### src/rtl/core/pfe_pkg.sv
package pfe_pkg;

  localparam int MAX_EFFECTS_DEF     = 16;
  localparam int PALETTE_ENTRIES_DEF = 256;
  localparam int ENTRIES_PER_RES_DEF = 4;

  // Group buffer is sized for the widest legal result.
  localparam int GROUP_SLOTS = 4;

  typedef enum logic [1:0] {
    OP_CLEAR = 2'd0,
    OP_ADD   = 2'd1,
    OP_SRC   = 2'd2,
    OP_TICK  = 2'd3
  } op_t;

  typedef enum logic [2:0] {
    S_IDLE,
    S_EXEC,
    S_PASS,
    S_SEARCH,
    S_READ,
    S_BLEND,
    S_WAIT,
    S_OUT
  } state_t;

  typedef struct packed {
    logic cap;
    logic exec;
    logic search;
    logic rd;
    logic blend;
    logic acc;
    logic out_pass;
    logic out_grp;
  } cmd_t;

  typedef struct packed {
    op_t  op;
    logic fade;
    logic srch_zero;
    logic hit;
    logic blend_done;
    logic grp_end;
    logic run_last;
    logic out_free;
  } sts_t;

endpackage

### src/rtl/core/pfe_ctrl.sv
module pfe_ctrl (
  input  logic          clk,
  input  logic          rst_n,
  input  logic          in_valid,
  output logic          in_stall,
  input  pfe_pkg::sts_t sts,
  output pfe_pkg::cmd_t cmd
);

  pfe_pkg::state_t state_r, state_nxt;

  always_ff @(posedge clk) begin
    if (!rst_n) begin
      state_r <= pfe_pkg::S_IDLE;
    end else begin
      state_r <= state_nxt;
    end
  end

  always_comb begin
    state_nxt = state_r;
    case (state_r)
      pfe_pkg::S_IDLE: begin
        if (in_valid) state_nxt = pfe_pkg::S_EXEC;
      end
      pfe_pkg::S_EXEC: begin
        case (sts.op)
          pfe_pkg::OP_SRC:  state_nxt = sts.fade ? pfe_pkg::S_IDLE : pfe_pkg::S_PASS;
          pfe_pkg::OP_TICK: state_nxt = pfe_pkg::S_SEARCH;
          default:          state_nxt = pfe_pkg::S_IDLE;
        endcase
      end
      pfe_pkg::S_PASS: begin
        if (sts.out_free) state_nxt = pfe_pkg::S_IDLE;
      end
      pfe_pkg::S_SEARCH: begin
        if (sts.srch_zero) state_nxt = pfe_pkg::S_IDLE;
        else if (sts.hit)  state_nxt = pfe_pkg::S_READ;
      end
      pfe_pkg::S_READ:  state_nxt = pfe_pkg::S_BLEND;
      pfe_pkg::S_BLEND: state_nxt = pfe_pkg::S_WAIT;
      pfe_pkg::S_WAIT: begin
        if (sts.blend_done) state_nxt = sts.grp_end ? pfe_pkg::S_OUT : pfe_pkg::S_READ;
      end
      pfe_pkg::S_OUT: begin
        if (sts.out_free) state_nxt = sts.run_last ? pfe_pkg::S_IDLE : pfe_pkg::S_READ;
      end
      default: state_nxt = pfe_pkg::S_IDLE;
    endcase
  end

  always_comb begin
    cmd          = '0;
    cmd.cap      = (state_r == pfe_pkg::S_IDLE) && in_valid;
    cmd.exec     = (state_r == pfe_pkg::S_EXEC);
    cmd.search   = (state_r == pfe_pkg::S_SEARCH);
    cmd.rd       = (state_r == pfe_pkg::S_READ);
    cmd.blend    = (state_r == pfe_pkg::S_BLEND);
    cmd.acc      = (state_r == pfe_pkg::S_WAIT) && sts.blend_done;
    cmd.out_pass = (state_r == pfe_pkg::S_PASS) && sts.out_free;
    cmd.out_grp  = (state_r == pfe_pkg::S_OUT) && sts.out_free;
  end

  assign in_stall = (state_r != pfe_pkg::S_IDLE);

endmodule

### config.mk
export PLATFORM = sky130hd
export DESIGN_NAME = pfe_ctrl
export DESIGN_NICKNAME = d
export VERILOG_FILES = /design/src/rtl/core/pfe_pkg.sv /design/src/rtl/core/pfe_ctrl.sv
export SDC_FILE = /design/constraint.sdc
export NUM_CORES = 1
export LEC_CHECK = 0
export BUFFER_PORTS_ARGS = -buffer_cell sky130_fd_sc_hd__clkbuf_2
export CAP_MARGIN = 15
export CORE_AREA = 2 2 39 41
export CTS_CLUSTER_SIZE = 25
export DETAILED_ROUTE_END_ITERATION = 10
export DIE_AREA = 0 0 41 43
export PLACE_DENSITY = 0.47
export SLEW_MARGIN = 20
export SYNTH_ARGS = -nofsm -noshare
export SYNTH_HDL_FRONTEND = slang
export SYNTH_SLANG_ARGS = --single-unit
### constraint.sdc
create_clock -name clk -period 1.9 [get_ports clk]
set_input_delay 0.19 -clock clk [delete_from_list [all_inputs] [get_ports clk]]
set_output_delay 0.19 -clock clk [all_outputs]
set_load 0.01 [all_outputs]
==> results.toml, run 1 <==
[placement]
dpl_cell_area_sq_um = 417
place.gp.congestion = 0.727
portBuffers = 20
dp_cells = 75

[routing]
totalWireLength_um = 826
remaining_drc_errors = 0
ant_nets = 0
wl_met1_um = 354
vias = 377
drtIter0Drc = 5
met3_length_um = 91
post_drt_wl_per_cell_um = 10.5
post_drt_via_cell_ratio = 4.77
top_layer = "met3"
met2_length_um = 380
dr.pass1.iters = 4

[pwr]
pwr-share-comb_pct = 52.9
power_frac_seq_pct = 29.4
p_leak_nw = 0.216
p_per_area_nw_per_um2 = 1460
p_clk_share_pct = 17.8
p_sw_share_pct = 46.4
p_switching_mw = 0.300
p_int_mw = 0.347
vdd_drop_max_v = 0.000552

[finish]
largestRegisters = "state_r x3"
final_area_sq_um = 443
largest_register_ffs = 3
final_core_utilization_pct = 32.0
areaGrowthSynthToFinish_pct = 42.7
largest_register = "state_r"
finalNonFillerCells = 79
diodes = 0
layout-drive-gt1-share_pct = 41.3
final_nets = 76

[die]
die_w_um = 41
die-area_sq_um = 1760
ios = 21
die_h_um = 43
row_count = 14
coreArea_sq_um = 1380
start_util_pct = 22.4

[logic_synthesis]
synth_compound_area_share_pct = 25.8
synthMuxAreaShare_pct = 3.63
ys_seq_elements = 3
yosysUniqueCellTypes = 23
ys_warn_count = 0
syn-cell-area_sq_um = 310
synth_ff_type = "dfxtp_1"
synthesis.nets = 54
synth-simple-area-share_pct = 41.9
syn_inst = 42
async_reset_ff_share_pct = 0
synth-edff-count = 0
synthXorXnorAreaFrac_pct = 0
synth_area_per_cell_sq_um = 7.39
synthAdderAreaFrac_pct = 0
ys_seq_area_share_pct = 19.4
synth_top_family_by_area = "simple AND/OR/NAND/NOR gates"

[clock_network]
cts_resized = 0
clock-sinks = 3
htreeDepth = 1
clkLatencyLatePin_ns = 0.23
cts_tree = "built"
post_cts_buffers = 0
clockRootBuffer = "clkbuf_4"
clock_path_buffers = 2
numCtsBuffers = 3
holdBufCountCts = 0
path_clk_slew_ns = 0.04

[worst_setup_path]
worst-path-buf-inv = 0
end_kind = "flop"
required_ns = 2.02
worstSetupPathType = "reg -> reg"
crit_path_start_kind = "flop"
max_stage_delay_ns = 0.54
critPathMaxFanout = 13
cpMaxStageDelayCell = "dfxtp_1"
arrival_ns = 1.74
critPathTopFamily = "simple AND/OR/NAND/NOR gates"
crit_chain = "or4b_1, o211ai_2, nor2_1, o221a_1"

[global_routing]
grt_max_degree = 16
grt_pass1_wl_um = 1280
overflow = 0
grt_use_total_pct = 10.8
grt_pass1_vias = 297
antenna_found_initial = 0

[status]
status = "finished, final reports clean"

[timing]
whs_ns = 0.205
worstMarginPinSlew_ns = 0.403
period_minus_slack_ns = 1.62
drv_slew = 0
setup_tns_ns = 0
fmax_mhz = 616
hold_viol = 0
rsz0062_at_grt = "no"
finClkSkew_ns = 0.00152
slew-limit-headroom_pct = 73.1
fin_crit_sh_pct = 85.5
setup_viol = 0

[hold_path]
hold_class = "in -> reg"

[flow_run]
drv_cap = 0
[kinds of logic (layout without fill, tap and decap cells)]
| kind of cell | Yosys count | count (layout) |
|---|---|---|
| AO/OA/AOI/OAI | 9 | 9 |
| buffers and inverters | 7 | 28 |
| flip-flops | 3 | 3 |
| multiplexers | 1 | 1 |
| AND/OR/NAND/NOR | 22 | 22 |
[cell usage after synthesis, types with 2 or more instances]
cell type / instances / share of area (%)
nor2_1: 5 / 6.0
inv_1: 4 / 4.8
nand2_1: 4 / 4.8
a21oi_1: 3 / 4.8
dfxtp_1: 3 / 19
nor3b_1: 3 / 7.3
buf_2: 2 / 3.2
nand3b_1: 2 / 4.8
nor3_1: 2 / 3.2
[through the flow]
stage               setup slack (ns)  power (mW)
floorplan                      0.513       0.434
global placement               0.296       0.536
detailed placement             0.289       0.535
CTS                            0.273       0.654
global route                   0.180       0.719
finish                         0.276       0.647
[cell type report]
| type | instances | area (sq um) |
|---|---|---|
| clock buffers | 4 | 26.3 |
| fillers | 165 | 941 |
| well taps | 16 | 20.0 |
| inverters | 4 | 15.0 |
| multi-input cells | 32 | 221 |
| repair buffers | 20 | 100 |
| flip-flops and latches | 3 | 60.1 |
[metal layers]
metal | global-route usage, % | vias to the layer above
met1 | 12.8 | 160
met2 | 15.6 | 18
met5 | 0 | -
met4 | 4.00 | 0
met3 | 6.28 | 0
li1 | - | 199
[cell usage in the layout, fill, tap and decap left out, types with 2 or more instances in the layout]
| cell type | synthesis | final |
|---|---|---|
| nand2_1 | 4 | 4 |
| clkbuf_4 | 0 | 3 |
| clkbuf_2 | 0 | 20 |
| dfxtp_1 | 3 | 3 |
| inv_1 | 4 | 4 |
| nand3b_1 | 2 | 2 |
| nor3b_1 | 3 | 3 |
| nor3_1 | 2 | 2 |
| a21oi_1 | 3 | 3 |
| nor2_1 | 5 | 5 |
[worst paths after layout]
path	cells past startpoint	end	start	slack, ns
worst max-delay path	4	state_r[2]	state_r[1]	0.28
worst min-delay path	3	state_r[1]	rst_n	0.21
worst max register to register	4	state_r[2]	state_r[1]	0.28
worst min register to register	1	state_r[2]	state_r[2]	0.78
[power groups by stage]
stage               logic (mW)  clock network (mW)  registers (mW)
CTS                      0.347               0.120           0.187
detailed placement       0.346                   0           0.189
global route             0.387               0.132           0.200
finish                   0.342               0.115           0.190
global placement         0.346                   0           0.189
floorplan                0.315                   0           0.119
[worst min-delay path, delay by kind of cell]
kind                   cells  cell delay, ns
AOI/OAI and AO/OA          1            0.04
buffers and inverters      1            0.11
and+or+nand+nor            1            0.06
(Power assumes the default switching activity.)
==> run 2: changes to the inputs <==
==> constraint.sdc (replaced) <==
create_clock -name clk -period 2 [get_ports clk]
set_input_delay 0.2 -clock clk [delete_from_list [all_inputs] [get_ports clk]]
set_output_delay 0.2 -clock clk [all_outputs]
set_load 0.01 [all_outputs]
==> run 2 against run 1 <==
  * Cell count is the same
  * Via count is 0.53% lower
  * Sequential power fell by 5%
  * Wire length up 1.5%
  * Critical path type unchanged
==> results.toml, run 2 (synthesis results as in run 1) <==
[status]
status = "finished, final reports clean"

[die]
die-area_sq_um = 1760
start_util_pct = 22.4
coreArea_sq_um = 1380
row_count = 14
die_w_um = 41
ios = 21
die_h_um = 43

[placement]
portBuffers = 20
hpwl_um = 654
dp_cells = 75
pre_cts_slack_ns = 0.383
dpl_cell_area_sq_um = 417
place.gp.congestion = 0.740

[finish]
areaGrowthSynthToFinish_pct = 42.7
layout_commonest_cell = "clkbuf_2"
final_nets = 76
largest_register_ffs = 3
largestRegisters = "state_r x3"
largest_register = "state_r"
layout-drive-gt1-share_pct = 41.3
finalNonFillerCells = 79
diodes = 0
final_area_sq_um = 443
most-common-layout-cells = "clkbuf_2 (20), nor2_1 (5), inv_1 (4), nand2_1 (4)"

[clock_network]
clock_path_buffers = 2
post_cts_buffers = 0
numCtsBuffers = 3
clockRootBuffer = "clkbuf_4"
holdBufCountCts = 0
htreeDepth = 1
clkLatencyLatePin_ns = 0.23
cts_tree = "built"
path_clk_slew_ns = 0.04
cts_resized = 0
clock-sinks = 3

[pwr]
power_frac_seq_pct = 29.4
p_sw_share_pct = 46.5
pwr-share-comb_pct = 53.3
vdd_drop_max_v = 0.000516
p_per_area_nw_per_um2 = 1390
p_switching_mw = 0.286
p_leak_nw = 0.216
p_clk_share_pct = 17.3
p_int_mw = 0.329

[routing]
post_drt_wl_per_cell_um = 10.6
post_drt_via_cell_ratio = 4.75
drtIter0Drc = 5
totalWireLength_um = 838
remaining_drc_errors = 0
dr.pass1.iters = 3
ant_nets = 0
vias = 375

[worst_setup_path]
rrSetupSlack_ns = 0.38
worstSetupPathType = "reg -> reg"
critPathMaxFanout = 13
crit_path_start_kind = "flop"
end_kind = "flop"
arrival_ns = 1.74
required_ns = 2.12

[timing]
finClkSkew_ns = 0.00161
drv_slew = 0
rsz0062_at_grt = "no"
whs_ns = 0.218
hold_viol = 0
setup_viol = 0
worstMarginPinSlew_ns = 0.404
fin_crit_sh_pct = 81.1
setup_ws_ns = 0.377
setup_tns_ns = 0
period_minus_slack_ns = 1.62
slew-limit-headroom_pct = 73.0
fmax_mhz = 616

[global_routing]
grt_use_total_pct = 11.1
overflow = 0
antenna_found_initial = 0
grt_pass1_vias = 293
grt_pass1_wl_um = 1290
grt_max_degree = 16

[flow_run]
drv_cap = 0

[hold_path]
hold_class = "in -> reg"
[run 2: cell counts in the layout (fill, tap and decap cells not counted)]
Identical to the previous run, type by type.
[run 2: worst paths after layout]
kind,startpoint,to,cells after the start
min reg2reg,state_r[2],state_r[2],1
min,rst_n,state_r[0],3
max reg2reg,state_r[1],state_r[2],4
max,state_r[1],state_r[2],4
[run 2: area by class of cell]
| cell class | count | area, sq um |
|---|---|---|
| multi-input cells | 32 | 221 |
| clock buffers | 4 | 26.3 |
| fillers | 172 | 941 |
| inverters | 4 | 15.0 |
| well taps | 16 | 20.0 |
| flip-flops and latches | 3 | 60.1 |
| repair buffers | 20 | 100 |
[run 2: worst max-delay path, stage by stage (launching register included)]
cell and delay (ns):
dfxtp_1 0.55, or4b_1 0.50, o211ai_2 0.13, nor2_1 0.09, o221a_1 0.25
[run 2: per-stage QoR]
stage	power [mW]	util (%)
after CTS	0.623	32.0
after detailed placement	0.511	30.1
final	0.615	32.0
after global routing	0.687	32.0
after floorplan	0.412	-
after global placement	0.511	30.1
[run 2: power by group through the flow]
stage,Clock (mW),Sequential (mW),Combinational [mW]
4_1_cts,0.111,0.181,0.331
3_5_place_dp,0,0.182,0.329
3_3_place_gp,0,0.181,0.329
6_report,0.106,0.181,0.328
2_1_floorplan,0,0.113,0.299
5_1_grt,0.119,0.194,0.374
[run 2: metal layers]
metal  vias to the layer above  wire, um  global-route usage [%]
met3                         0        76                    4.71
met5                         -         0                       0
li1                        197         -                       -
met2                        15       342                    14.1
met1                       163       419                    14.4
met4                         0         0                    8.00
